[src/sv/indexed_conveyor_step_controller_top_assert.svh]
// ----------------------------------------------------------------------------
// Assertion macros for the conveyor step controller
// Shared concurrent assertion forms, clocked on clk and disabled in reset.
// ----------------------------------------------------------------------------
`ifndef INDEXED_CONVEYOR_STEP_CONTROLLER_TOP_ASSERT_SVH
`define INDEXED_CONVEYOR_STEP_CONTROLLER_TOP_ASSERT_SVH

// The consequent must hold in the cycle after the antecedent.
`define ICSC_ASSERT_NEXT(lbl, ante, cons) \
  lbl: assert property (@(posedge clk) disable iff (!rst_n) (ante) |=> (cons)) \
    else $error("icsc assertion failed");

// The consequent must hold in the same cycle as the antecedent.
`define ICSC_ASSERT_SAME(lbl, ante, cons) \
  lbl: assert property (@(posedge clk) disable iff (!rst_n) (ante) |-> (cons)) \
    else $error("icsc assertion failed");

`endif

[src/sv/icsc_pkg.sv]
// ----------------------------------------------------------------------------
// icsc_pkg
// Types, codes and constants shared by the conveyor step controller.
// ----------------------------------------------------------------------------
package icsc_pkg;

  localparam int unsigned TickW   = 16;
  localparam int unsigned ReqW    = 3;
  localparam int unsigned ReplyW  = 3;
  localparam int unsigned FaultW  = 2;
  localparam int unsigned RunW    = 2;
  localparam int unsigned AddrW   = 3;
  localparam int unsigned DataW   = 32;

  localparam logic [TickW-1:0] TIMEOUT_RESET = 16'd500;
  localparam logic [TickW-1:0] TICK_MAX      = 16'hFFFF;

  localparam logic [ReqW-1:0] REQ_NONE     = 3'd0;
  localparam logic [ReqW-1:0] REQ_IDENTIFY = 3'd1;
  localparam logic [ReqW-1:0] REQ_SET_FWD  = 3'd2;
  localparam logic [ReqW-1:0] REQ_SET_REV  = 3'd3;
  localparam logic [ReqW-1:0] REQ_GO       = 3'd4;
  localparam logic [ReqW-1:0] REQ_ESTOP    = 3'd5;
  localparam logic [ReqW-1:0] REQ_STATUS   = 3'd6;

  localparam logic [ReplyW-1:0] RPL_NONE     = 3'd0;
  localparam logic [ReplyW-1:0] RPL_IDENTITY = 3'd1;
  localparam logic [ReplyW-1:0] RPL_FWD_ACK  = 3'd2;
  localparam logic [ReplyW-1:0] RPL_REV_ACK  = 3'd3;
  localparam logic [ReplyW-1:0] RPL_BUSY     = 3'd4;
  localparam logic [ReplyW-1:0] RPL_GO_ACK   = 3'd5;
  localparam logic [ReplyW-1:0] RPL_ESTOP    = 3'd6;
  localparam logic [ReplyW-1:0] RPL_STATUS   = 3'd7;

  localparam logic [FaultW-1:0] FLT_NONE    = 2'd0;
  localparam logic [FaultW-1:0] FLT_OCCLUDE = 2'd1;
  localparam logic [FaultW-1:0] FLT_CLEAR   = 2'd2;

  localparam logic [RunW-1:0] RUN_IDLE    = 2'd0;
  localparam logic [RunW-1:0] RUN_WORKING = 2'd1;
  localparam logic [RunW-1:0] RUN_FAULT   = 2'd2;
  localparam logic [RunW-1:0] RUN_ESTOP   = 2'd3;

  localparam logic ADDR_OCCLUDE = 1'b0;
  localparam logic ADDR_CLEAR   = 1'b1;

  localparam int unsigned LINE_EN = 0;
  localparam int unsigned LINE_A  = 1;
  localparam int unsigned LINE_B  = 2;

  typedef enum logic [3:0] {
    MODE_IDLE    = 4'b0001,
    MODE_WORKING = 4'b0010,
    MODE_FAULT   = 4'b0100,
    MODE_ESTOP   = 4'b1000
  } mode_t;

  typedef struct packed {
    logic [ReqW-1:0] req_type;
    logic            beam_blocked;
    logic            fwd_button;
    logic            rev_button;
  } item_t;

  typedef struct packed {
    logic              motor_enable;
    logic              bridge_in_a;
    logic              bridge_in_b;
    logic [RunW-1:0]   run_state;
    logic              direction;
    logic [ReplyW-1:0] reply;
    logic [FaultW-1:0] fault;
  } res_t;

  typedef struct packed {
    logic [TickW-1:0] occlude_timeout;
    logic [TickW-1:0] clear_timeout;
  } cfg_t;

  function automatic logic [RunW-1:0] run_code(mode_t m);
    logic [RunW-1:0] code;
    unique case (m)
      MODE_IDLE:    code = RUN_IDLE;
      MODE_WORKING: code = RUN_WORKING;
      MODE_FAULT:   code = RUN_FAULT;
      MODE_ESTOP:   code = RUN_ESTOP;
      default:      code = RUN_IDLE;
    endcase
    return code;
  endfunction

endpackage

[src/sv/icsc_in_if.sv]
// ----------------------------------------------------------------------------
// icsc_in_if
// Input channel: one tick item per beat with valid/ready handshake.
// ----------------------------------------------------------------------------
interface icsc_in_if;
  logic                        valid;
  logic                        ready;
  logic [icsc_pkg::ReqW-1:0]   req_type;
  logic                        beam_blocked;
  logic                        fwd_button;
  logic                        rev_button;

  modport source (output valid, output req_type, output beam_blocked,
                  output fwd_button, output rev_button, input ready);
  modport sink   (input valid, input req_type, input beam_blocked,
                  input fwd_button, input rev_button, output ready);
endinterface

[src/sv/icsc_out_if.sv]
// ----------------------------------------------------------------------------
// icsc_out_if
// Result channel: one controller result per beat with valid/ready handshake.
// ----------------------------------------------------------------------------
interface icsc_out_if;
  logic                          valid;
  logic                          ready;
  logic                          motor_enable;
  logic                          bridge_in_a;
  logic                          bridge_in_b;
  logic [icsc_pkg::RunW-1:0]     run_state;
  logic                          direction;
  logic [icsc_pkg::ReplyW-1:0]   reply;
  logic [icsc_pkg::FaultW-1:0]   fault;

  modport source (output valid, output motor_enable, output bridge_in_a,
                  output bridge_in_b, output run_state, output direction,
                  output reply, output fault, input ready);
  modport sink   (input valid, input motor_enable, input bridge_in_a,
                  input bridge_in_b, input run_state, input direction,
                  input reply, input fault, output ready);
endinterface

[src/sv/icsc_cfg_regs.sv]
// ----------------------------------------------------------------------------
// icsc_cfg_regs
// APB-style register file holding the occlude and clear timeouts.
// ----------------------------------------------------------------------------
module icsc_cfg_regs (
  input  logic                         clk,
  input  logic                         rst_n,
  input  logic                         psel,
  input  logic                         penable,
  input  logic                         pwrite,
  input  logic [icsc_pkg::AddrW-1:0]   paddr,
  input  logic [icsc_pkg::DataW-1:0]   pwdata,
  output logic [icsc_pkg::DataW-1:0]   prdata,
  output logic                         pready,
  output icsc_pkg::cfg_t               cfg
);

  logic [icsc_pkg::TickW-1:0] occ_r;
  logic [icsc_pkg::TickW-1:0] clr_r;
  logic                       wr_en;
  logic                       sel;

  assign pready = 1'b1;
  assign sel    = paddr[2];
  assign wr_en  = psel && penable && pwrite;

  always_ff @(posedge clk) begin
    if (!rst_n) begin
      occ_r <= icsc_pkg::TIMEOUT_RESET;
      clr_r <= icsc_pkg::TIMEOUT_RESET;
    end else if (wr_en) begin
      if (sel == icsc_pkg::ADDR_OCCLUDE) begin
        occ_r <= pwdata[icsc_pkg::TickW-1:0];
      end else begin
        clr_r <= pwdata[icsc_pkg::TickW-1:0];
      end
    end
  end

  always_comb begin
    prdata = '0;
    unique case (sel)
      icsc_pkg::ADDR_OCCLUDE: prdata[icsc_pkg::TickW-1:0] = occ_r;
      icsc_pkg::ADDR_CLEAR:   prdata[icsc_pkg::TickW-1:0] = clr_r;
      default:                prdata = '0;
    endcase
  end

  assign cfg.occlude_timeout = occ_r;
  assign cfg.clear_timeout   = clr_r;

endmodule

[src/sv/icsc_step.sv]
// ----------------------------------------------------------------------------
// icsc_step
// Controller state and the single-pass command, button and run-state step.
// ----------------------------------------------------------------------------
`include "indexed_conveyor_step_controller_top_assert.svh"

module icsc_step (
  input  logic             clk,
  input  logic             rst_n,
  input  logic             step_en,
  input  icsc_pkg::item_t  item,
  input  icsc_pkg::cfg_t   cfg,
  output icsc_pkg::res_t   res
);

  icsc_pkg::mode_t             mode_r, mode_nxt;
  logic                        dir_r, dir_nxt;
  logic                        start_r, start_nxt;
  logic                        seen_r, seen_nxt;
  logic [icsc_pkg::TickW-1:0]  tick_r, tick_nxt;
  logic [2:0]                  drive_r, drive_nxt;
  logic [icsc_pkg::ReplyW-1:0] reply;
  logic [icsc_pkg::FaultW-1:0] fault;

  always_comb begin
    mode_nxt  = mode_r;
    dir_nxt   = dir_r;
    start_nxt = start_r;
    seen_nxt  = seen_r;
    tick_nxt  = tick_r;
    drive_nxt = drive_r;
    reply     = icsc_pkg::RPL_NONE;
    fault     = icsc_pkg::FLT_NONE;

    unique case (item.req_type)
      icsc_pkg::REQ_IDENTIFY: reply = icsc_pkg::RPL_IDENTITY;
      icsc_pkg::REQ_SET_FWD, icsc_pkg::REQ_SET_REV: begin
        if (mode_r == icsc_pkg::MODE_WORKING) begin
          reply = icsc_pkg::RPL_BUSY;
        end else begin
          dir_nxt = (item.req_type == icsc_pkg::REQ_SET_REV);
          reply   = (item.req_type == icsc_pkg::REQ_SET_REV) ?
                    icsc_pkg::RPL_REV_ACK : icsc_pkg::RPL_FWD_ACK;
        end
      end
      icsc_pkg::REQ_GO: begin
        if (mode_r == icsc_pkg::MODE_WORKING) begin
          reply = icsc_pkg::RPL_BUSY;
        end else begin
          mode_nxt = icsc_pkg::MODE_WORKING;
          reply    = icsc_pkg::RPL_GO_ACK;
        end
      end
      icsc_pkg::REQ_ESTOP: begin
        mode_nxt = icsc_pkg::MODE_ESTOP;
        reply    = icsc_pkg::RPL_ESTOP;
      end
      icsc_pkg::REQ_STATUS: reply = icsc_pkg::RPL_STATUS;
      default: reply = icsc_pkg::RPL_NONE;
    endcase

    // Forward wins when both buttons are pressed.
    if (item.fwd_button && mode_nxt == icsc_pkg::MODE_IDLE) begin
      dir_nxt  = 1'b0;
      mode_nxt = icsc_pkg::MODE_WORKING;
    end else if (item.rev_button && mode_nxt == icsc_pkg::MODE_IDLE) begin
      dir_nxt  = 1'b1;
      mode_nxt = icsc_pkg::MODE_WORKING;
    end

    if (mode_nxt == icsc_pkg::MODE_WORKING) begin
      drive_nxt = '0;
      drive_nxt[icsc_pkg::LINE_EN] = 1'b1;
      drive_nxt[icsc_pkg::LINE_A]  = !dir_nxt;
      drive_nxt[icsc_pkg::LINE_B]  = dir_nxt;
      if (start_r) begin
        tick_nxt  = '0;
        start_nxt = 1'b0;
      end else if (tick_r != icsc_pkg::TICK_MAX) begin
        tick_nxt = tick_r + icsc_pkg::TickW'(1);
      end
      if (seen_r) begin
        if (!item.beam_blocked) begin
          drive_nxt[icsc_pkg::LINE_A] = 1'b0;
          drive_nxt[icsc_pkg::LINE_B] = 1'b0;
          seen_nxt  = 1'b0;
          start_nxt = 1'b1;
          mode_nxt  = icsc_pkg::MODE_IDLE;
        end else if (tick_nxt >= cfg.clear_timeout) begin
          fault     = icsc_pkg::FLT_CLEAR;
          seen_nxt  = 1'b0;
          start_nxt = 1'b1;
          mode_nxt  = icsc_pkg::MODE_FAULT;
        end
      end else begin
        if (item.beam_blocked) begin
          seen_nxt = 1'b1;
          tick_nxt = '0;
        end else if (tick_nxt >= cfg.occlude_timeout) begin
          fault     = icsc_pkg::FLT_OCCLUDE;
          start_nxt = 1'b1;
          mode_nxt  = icsc_pkg::MODE_FAULT;
        end
      end
    end else if (mode_nxt == icsc_pkg::MODE_FAULT || mode_nxt == icsc_pkg::MODE_ESTOP) begin
      drive_nxt = '0;
    end
  end

  always_ff @(posedge clk) begin
    if (!rst_n) begin
      mode_r  <= icsc_pkg::MODE_IDLE;
      dir_r   <= 1'b0;
      start_r <= 1'b1;
      seen_r  <= 1'b0;
      tick_r  <= '0;
      drive_r <= '0;
    end else if (step_en) begin
      mode_r  <= mode_nxt;
      dir_r   <= dir_nxt;
      start_r <= start_nxt;
      seen_r  <= seen_nxt;
      tick_r  <= tick_nxt;
      drive_r <= drive_nxt;
    end
  end

  assign res.motor_enable = drive_nxt[icsc_pkg::LINE_EN];
  assign res.bridge_in_a  = drive_nxt[icsc_pkg::LINE_A];
  assign res.bridge_in_b  = drive_nxt[icsc_pkg::LINE_B];
  assign res.run_state    = icsc_pkg::run_code(mode_nxt);
  assign res.direction    = dir_nxt;
  assign res.reply        = reply;
  assign res.fault        = fault;

  `ICSC_ASSERT_NEXT(a_fault_latches,
                    step_en && fault != icsc_pkg::FLT_NONE,
                    mode_r == icsc_pkg::MODE_FAULT)
  `ICSC_ASSERT_NEXT(a_stop_lines_low,
                    step_en && fault == icsc_pkg::FLT_NONE &&
                    (mode_nxt == icsc_pkg::MODE_FAULT || mode_nxt == icsc_pkg::MODE_ESTOP),
                    drive_r == 3'b000)
  `ICSC_ASSERT_NEXT(a_working_enabled,
                    step_en && mode_nxt == icsc_pkg::MODE_WORKING,
                    drive_r[icsc_pkg::LINE_EN])
  `ICSC_ASSERT_NEXT(a_tick_holds, !step_en, tick_r == $past(tick_r))
  `ICSC_ASSERT_SAME(a_drive_one_side, 1'b1,
                    !(drive_r[icsc_pkg::LINE_A] && drive_r[icsc_pkg::LINE_B]))

endmodule

[src/sv/indexed_conveyor_step_controller_top.sv]
// An accepted beat goes to the input register, then the result register, which drives out_ch.valid.
// One item per cycle unless out_ch stalls; the step sits between the input and result registers.
// While a result waits, an empty input register still takes one item, then the input stalls.
// Reset (rst_n low at a clock edge) empties both registers and sets idle, forward, 500-tick timeouts.
// ----------------------------------------------------------------------------
// indexed_conveyor_step_controller_top
// One-step indexing conveyor controller with input register, step logic,
// result register and APB-style timeout registers.
// ----------------------------------------------------------------------------
module indexed_conveyor_step_controller_top (
  input  logic                         clk,
  input  logic                         rst_n,
  icsc_in_if.sink                      in_ch,
  icsc_out_if.source                   out_ch,
  input  logic                         cfg_psel,
  input  logic                         cfg_penable,
  input  logic                         cfg_pwrite,
  input  logic [icsc_pkg::AddrW-1:0]   cfg_paddr,
  input  logic [icsc_pkg::DataW-1:0]   cfg_pwdata,
  output logic [icsc_pkg::DataW-1:0]   cfg_prdata,
  output logic                         cfg_pready
);

  icsc_pkg::cfg_t  cfg;
  icsc_pkg::item_t item_r;
  icsc_pkg::res_t  res;
  icsc_pkg::res_t  res_r;
  logic            item_vld_r;
  logic            res_vld_r;
  logic            adv;
  logic            step_en;
  logic            in_fire;

  icsc_cfg_regs u_cfg (
    .clk     (clk),
    .rst_n   (rst_n),
    .psel    (cfg_psel),
    .penable (cfg_penable),
    .pwrite  (cfg_pwrite),
    .paddr   (cfg_paddr),
    .pwdata  (cfg_pwdata),
    .prdata  (cfg_prdata),
    .pready  (cfg_pready),
    .cfg     (cfg)
  );

  assign adv          = !res_vld_r || out_ch.ready;
  assign step_en      = item_vld_r && adv;
  assign in_ch.ready  = !item_vld_r || adv;
  assign in_fire      = in_ch.valid && in_ch.ready;

  always_ff @(posedge clk) begin
    if (!rst_n) begin
      item_vld_r <= 1'b0;
    end else if (in_ch.ready) begin
      item_vld_r <= in_ch.valid;
    end
  end

  always_ff @(posedge clk) begin
    if (in_fire) begin
      item_r.req_type     <= in_ch.req_type;
      item_r.beam_blocked <= in_ch.beam_blocked;
      item_r.fwd_button   <= in_ch.fwd_button;
      item_r.rev_button   <= in_ch.rev_button;
    end
  end

  icsc_step u_step (
    .clk     (clk),
    .rst_n   (rst_n),
    .step_en (step_en),
    .item    (item_r),
    .cfg     (cfg),
    .res     (res)
  );

  always_ff @(posedge clk) begin
    if (!rst_n) begin
      res_vld_r <= 1'b0;
    end else if (adv) begin
      res_vld_r <= item_vld_r;
    end
  end

  always_ff @(posedge clk) begin
    if (step_en) begin
      res_r <= res;
    end
  end

  assign out_ch.valid        = res_vld_r;
  assign out_ch.motor_enable = res_r.motor_enable;
  assign out_ch.bridge_in_a  = res_r.bridge_in_a;
  assign out_ch.bridge_in_b  = res_r.bridge_in_b;
  assign out_ch.run_state    = res_r.run_state;
  assign out_ch.direction    = res_r.direction;
  assign out_ch.reply        = res_r.reply;
  assign out_ch.fault        = res_r.fault;

endmodule
[src/flat_wrapper.sv]
// flat-port wrapper written by rule: the top's interface ports become plain ports
module indexed_conveyor_step_controller_top_flat 
  (clk, rst_n, cfg_psel, cfg_penable, cfg_pwrite, cfg_paddr, cfg_pwdata, cfg_prdata, cfg_pready, in_ch_valid, in_ch_req_type, in_ch_beam_blocked, in_ch_fwd_button, in_ch_rev_button, in_ch_ready, out_ch_valid, out_ch_motor_enable, out_ch_bridge_in_a, out_ch_bridge_in_b, out_ch_run_state, out_ch_direction, out_ch_reply, out_ch_fault, out_ch_ready);
  icsc_in_if in_ch_i ();
  icsc_out_if out_ch_i ();
  input  logic clk;
  input  logic rst_n;
  input  logic cfg_psel;
  input  logic cfg_penable;
  input  logic cfg_pwrite;
  input  logic [icsc_pkg::AddrW-1:0] cfg_paddr;
  input  logic [icsc_pkg::DataW-1:0] cfg_pwdata;
  output logic [icsc_pkg::DataW-1:0] cfg_prdata;
  output logic cfg_pready;
  input wire logic [$bits(in_ch_i.valid)-1:0] in_ch_valid;
  input wire logic [$bits(in_ch_i.req_type)-1:0] in_ch_req_type;
  input wire logic [$bits(in_ch_i.beam_blocked)-1:0] in_ch_beam_blocked;
  input wire logic [$bits(in_ch_i.fwd_button)-1:0] in_ch_fwd_button;
  input wire logic [$bits(in_ch_i.rev_button)-1:0] in_ch_rev_button;
  output wire logic [$bits(in_ch_i.ready)-1:0] in_ch_ready;
  output wire logic [$bits(out_ch_i.valid)-1:0] out_ch_valid;
  output wire logic [$bits(out_ch_i.motor_enable)-1:0] out_ch_motor_enable;
  output wire logic [$bits(out_ch_i.bridge_in_a)-1:0] out_ch_bridge_in_a;
  output wire logic [$bits(out_ch_i.bridge_in_b)-1:0] out_ch_bridge_in_b;
  output wire logic [$bits(out_ch_i.run_state)-1:0] out_ch_run_state;
  output wire logic [$bits(out_ch_i.direction)-1:0] out_ch_direction;
  output wire logic [$bits(out_ch_i.reply)-1:0] out_ch_reply;
  output wire logic [$bits(out_ch_i.fault)-1:0] out_ch_fault;
  input wire logic [$bits(out_ch_i.ready)-1:0] out_ch_ready;
  assign in_ch_i.valid = in_ch_valid;
  assign in_ch_i.req_type = in_ch_req_type;
  assign in_ch_i.beam_blocked = in_ch_beam_blocked;
  assign in_ch_i.fwd_button = in_ch_fwd_button;
  assign in_ch_i.rev_button = in_ch_rev_button;
  assign in_ch_ready = in_ch_i.ready;
  assign out_ch_valid = out_ch_i.valid;
  assign out_ch_motor_enable = out_ch_i.motor_enable;
  assign out_ch_bridge_in_a = out_ch_i.bridge_in_a;
  assign out_ch_bridge_in_b = out_ch_i.bridge_in_b;
  assign out_ch_run_state = out_ch_i.run_state;
  assign out_ch_direction = out_ch_i.direction;
  assign out_ch_reply = out_ch_i.reply;
  assign out_ch_fault = out_ch_i.fault;
  assign out_ch_i.ready = out_ch_ready;
  indexed_conveyor_step_controller_top u_core (.clk(clk), .rst_n(rst_n), .in_ch(in_ch_i), .out_ch(out_ch_i), .cfg_psel(cfg_psel), .cfg_penable(cfg_penable), .cfg_pwrite(cfg_pwrite), .cfg_paddr(cfg_paddr), .cfg_pwdata(cfg_pwdata), .cfg_prdata(cfg_prdata), .cfg_pready(cfg_pready));
endmodule
[config.mk]
export PLATFORM = sky130hd
export DESIGN_NAME = indexed_conveyor_step_controller_top_flat
export DESIGN_NICKNAME = d
export VERILOG_FILES = /design/src/sv/icsc_pkg.sv /design/src/sv/icsc_in_if.sv /design/src/sv/icsc_out_if.sv /design/src/sv/icsc_cfg_regs.sv /design/src/sv/icsc_step.sv /design/src/sv/indexed_conveyor_step_controller_top.sv /design/src/flat_wrapper.sv
export VERILOG_INCLUDE_DIRS = /design/src /design/src/sv
export SDC_FILE = /design/constraint.sdc
export NUM_CORES = 1
export LEC_CHECK = 0
export BUFFER_PORTS_ARGS = -buffer_cell sky130_fd_sc_hd__buf_2
export CELL_PAD_IN_SITES_DETAIL_PLACEMENT = 1
export CELL_PAD_IN_SITES_GLOBAL_PLACEMENT = 2
export CORE_MARGIN = 10
export CORE_UTILIZATION = 34
export CTS_CLUSTER_DIAMETER = 150
export CTS_CLUSTER_SIZE = 24
export DETAILED_ROUTE_END_ITERATION = 8
export HOLD_SLACK_MARGIN = 0.12
export PLACE_DENSITY_LB_ADDON = 0.05
export SETUP_SLACK_MARGIN = 0.05
export SLEW_MARGIN = 20
export SYNTH_ARGS = -nofsm -noshare
export SYNTH_HDL_FRONTEND = slang
export SYNTH_HIERARCHICAL = 1
export SYNTH_SLANG_ARGS = --single-unit
[constraint.sdc]
create_clock -name clk -period 4.36 [get_ports clk]
set_input_delay 0.872 -clock clk [delete_from_list [all_inputs] [get_ports clk]]
set_output_delay 0.872 -clock clk [all_outputs]
set_load 0.01 [all_outputs]
==> results_dict.tcl <==
set metrics [dict create \
    crit_fanout 5 \
    antennaDiodeCount 0 \
    viasPerCell 5.13 \
    synthAdderAreaFrac_pct 7.45 \
    dr.first_iter.drc_count 196 \
    worstReg2RegStart "u_core/u_step/tick_r[0]" \
    finalCriticalPeriod_ps 3990 \
    clock_skew_ps 6.03 \
    syn_area_um2 4870 \
    yosysSeqAreaShare_pct 35.1 \
    cts_resized 0 \
    grt_pass1_vias 4265 \
    slew_headroom_pct 44.2 \
    clk_pin_slew_ps 60 \
    final_area_um2 5620 \
    critPathBufInv 0 \
    synth_common_cells "dfxtp_1 (60), nand2_1 (57), nor2_1 (55), inv_1 (46), mux2i_1 (38)" \
    root_buffer "clkbuf_16" \
    synthMuxAreaShare_pct 11.7 \
    cts_tree "yes" \
    finalSetupViolations 0 \
    syn_area_per_cell_um2 8.94 \
    crit_type "flip-flop to flip-flop" \
    ir_drop_mv 0.166 \
    first_pass_iters 4 \
    tns_ps 0 \
    ant_nets 0 \
    cp_cell_sequence "ha_1 > nand3_2 > nor4_2 > nor2_1 > and4_1 > xnor2_1 > nor2_2 > ha_1 > a21oi_1 > o21ai_0 > or4b_4 > a311oi_2 > o221a_2 > a21oi_1 > a2111oi_2" \
    clkLatencyLatePin_ps 350 \
    die_w_um 140 \
    outcome "completed" \
    antenna_found_initial 0 \
    crit_slowest_cell "or4b_4" \
    drv_slew 0 \
    p_leak_nw 2.51 \
    cp-startpoint "u_core/u_step/tick_r[0]" \
    overflow 0 \
    powerDensity_nw_per_um2 310 \
    rows 43 \
    initial_core_util_pct 34.9 \
    vias 4051 \
    arrival_ps 4130 \
    cts_setup_buffers 0 \
    synth_cell_types 63 \
    dieArea_um2 19500 \
    worstHoldPathType "flip-flop to flip-flop" \
    synth-compound-area-share_pct 15.2 \
    synth_simple_gate_area_share_pct 19.9 \
    finalHoldViolations 0 \
    tightest_slew_ps 836 \
    drc 0 \
    core-area_um2 13900 \
    h-tree-depth 3 \
    pre_cts_slack_ps 270 \
    die_h_um 140 \
    critPathCaptureType "flip-flop" \
    required_ps 4500 \
    clock-sinks 77 \
    fin_util_pct 40.3 \
    routed_wl_um 14000 \
    ys.flop_type "dfxtp_1" \
    yosys.area.top_type "dfxtp_1" \
    fin_hold_ws_ps 456 \
    grt_usage_pct 14.3 \
    portBuffers 58 \
    synthArstFlopShare_pct 0 \
    cts_buffer_depth 2 \
    grt_start_max_net_pins 35 \
    fin_crit_sh_pct 91.5 \
    synth_top_area_share_pct 24.7 \
    nFillCells 1642 \
    syn_to_final_growth_pct 15.4 \
    setup_slack_ps 370 \
    boundaryPins 94 \
    worstSetupStartpointType "flip-flop" \
    ys_seq_elements 77 \
    crit_path_max_incr_delay_ps 550 \
    maxCapViolations 0 \
    grt_pass1_wl_um 22700 \
    fmax_ghz 0.251 \
    synth.area.top_cells "dfxtp_1 (25%), edfxtp_1 (10%), mux2i_1 (7.8%), ha_1 (7.5%), nand2_1 (4.4%)" \
    cts-hold-fix-buffers 0 \
    routedWlPerCell_um 17.8 \
    hpwl_um 10700 \
    cts_made_buffers 9 \
    placed_cell_area_um2 5300 \
    final_nets 681 \
    synth_cells 545 \
    drive_gt1_share_pct 20.0 \
    min_from "u_core/u_step/drive_r[0]" \
    yosysWarnings 6 \
    path_delay_family "simple AND/OR/NAND/NOR gates" \
    rsz0062_at_grt "no" \
    place_congestion 0.812 \
    synth-xor-area-share_pct 1.98 \
    synth_top_family_by_area "simple AND/OR/NAND/NOR gates" \
    synth.most_common_cell "dfxtp_1" \
    synth-edff-count 17 \
]
[layout make-up]
cell class / instances / area, um^2 / share of cell area (%)
flip-flops and latches: 77 / 1710 / 30.5
multi-input cells: 400 / 2820 / 50.1
clock inverters: 3 / 42.5 / 0.757
inverters: 46 / 173 / 3.07
well taps: 180 / 225 / 4.01
repair buffers: 70 / 380 / 6.77
clock buffers: 13 / 270 / 4.81
[power by group]
| group | switching (mW) | internal, mW | total (mW) |
|---|---|---|---|
| registers | 0.0198 | 0.755 | 0.774 |
| clock network | 0.297 | 0.489 | 0.786 |
| logic | 0.115 | 0.0685 | 0.184 |
| total | 0.432 | 1.31 | 1.74 |
[flip-flops by register name, indices dropped and copies added (netlist names), 2 cells and up]
signal,count
u_core/u_step/drive_r,3
u_core/u_step/tick_r,16
u_core/out_ch.fault,2
u_core/out_ch.run_state,2
u_core/u_cfg/occ_r,16
u_core/out_ch.reply,3
u_core/u_cfg/clr_r,16
u_core/item_r,6
u_core/u_step/mode_r,4
[path summary, 6_finish.rpt]
| path | to | slack [ps] | cells past startpoint |
|---|---|---|---|
| worst max register to register | u_core/out_ch.run_state[0] | 370 | 15 |
| worst min register to register | u_core/u_step/drive_r[0] | 460 | 2 |
| worst min-delay path | u_core/u_step/drive_r[0] | 460 | 2 |
| worst max-delay path | u_core/out_ch.run_state[0] | 370 | 15 |
[cells by family after synthesis]
family / Yosys count
xor gates and xnor gates: 11
DFF: 77
buffers and inverters: 83
and+or+nand+nor: 188
muxes: 55
other: 2
AOI/OAI and AO/OA: 100
adders and majority gates: 29
[per-layer routing]
layer  GRT usage [%]  vias to the layer above  share of wire [%]
met4            5.33                        0                1.4
met5               0                        -                  0
met1            19.6                     1969                 52
li1                -                     2003                  -
met3            3.37                       11                3.7
met2            21.0                       68                 43
[per-stage QoR]
stage	total power, mW	cells
5_1_grt	1.83	789
6_report	1.74	789
3_5_place_dp	0.973	773
3_3_place_gp	0.967	773
4_1_cts	1.77	789
2_1_floorplan	0.920	560
[worst register-to-register path: stages (launching register included)]
cell and delay, ps:
dfxtp_1 420, ha_1 270, nand3_2 110, nor4_2 270, nor2_1 150, and4_1 240
xnor2_1 140, nor2_2 170, ha_1 290, a21oi_1 120, o21ai_0 170, or4b_4 550
a311oi_2 300, o221a_2 290, a21oi_1 90, a2111oi_2 230
[placed cells by master, fill, tap and decap left out, types with 7 or more instances in the layout]
cell type and instances:
dfxtp_1 60, buf_2 58, nand2_1 57, nor2_1 53, inv_1 46, mux2i_1 38
ha_1 29, nor2b_1 23, a21oi_1 22, edfxtp_1 17, mux2_2 17, conb_1 17
a22oi_1 16, buf_4 12, nor3_1 10, clkbuf_16 9, xnor2_1 8, o21ai_0 8
nand4_1 8, a211oi_1 8, o22ai_1 7, nand3_1 7
Power figures use the tool's default switching activity.
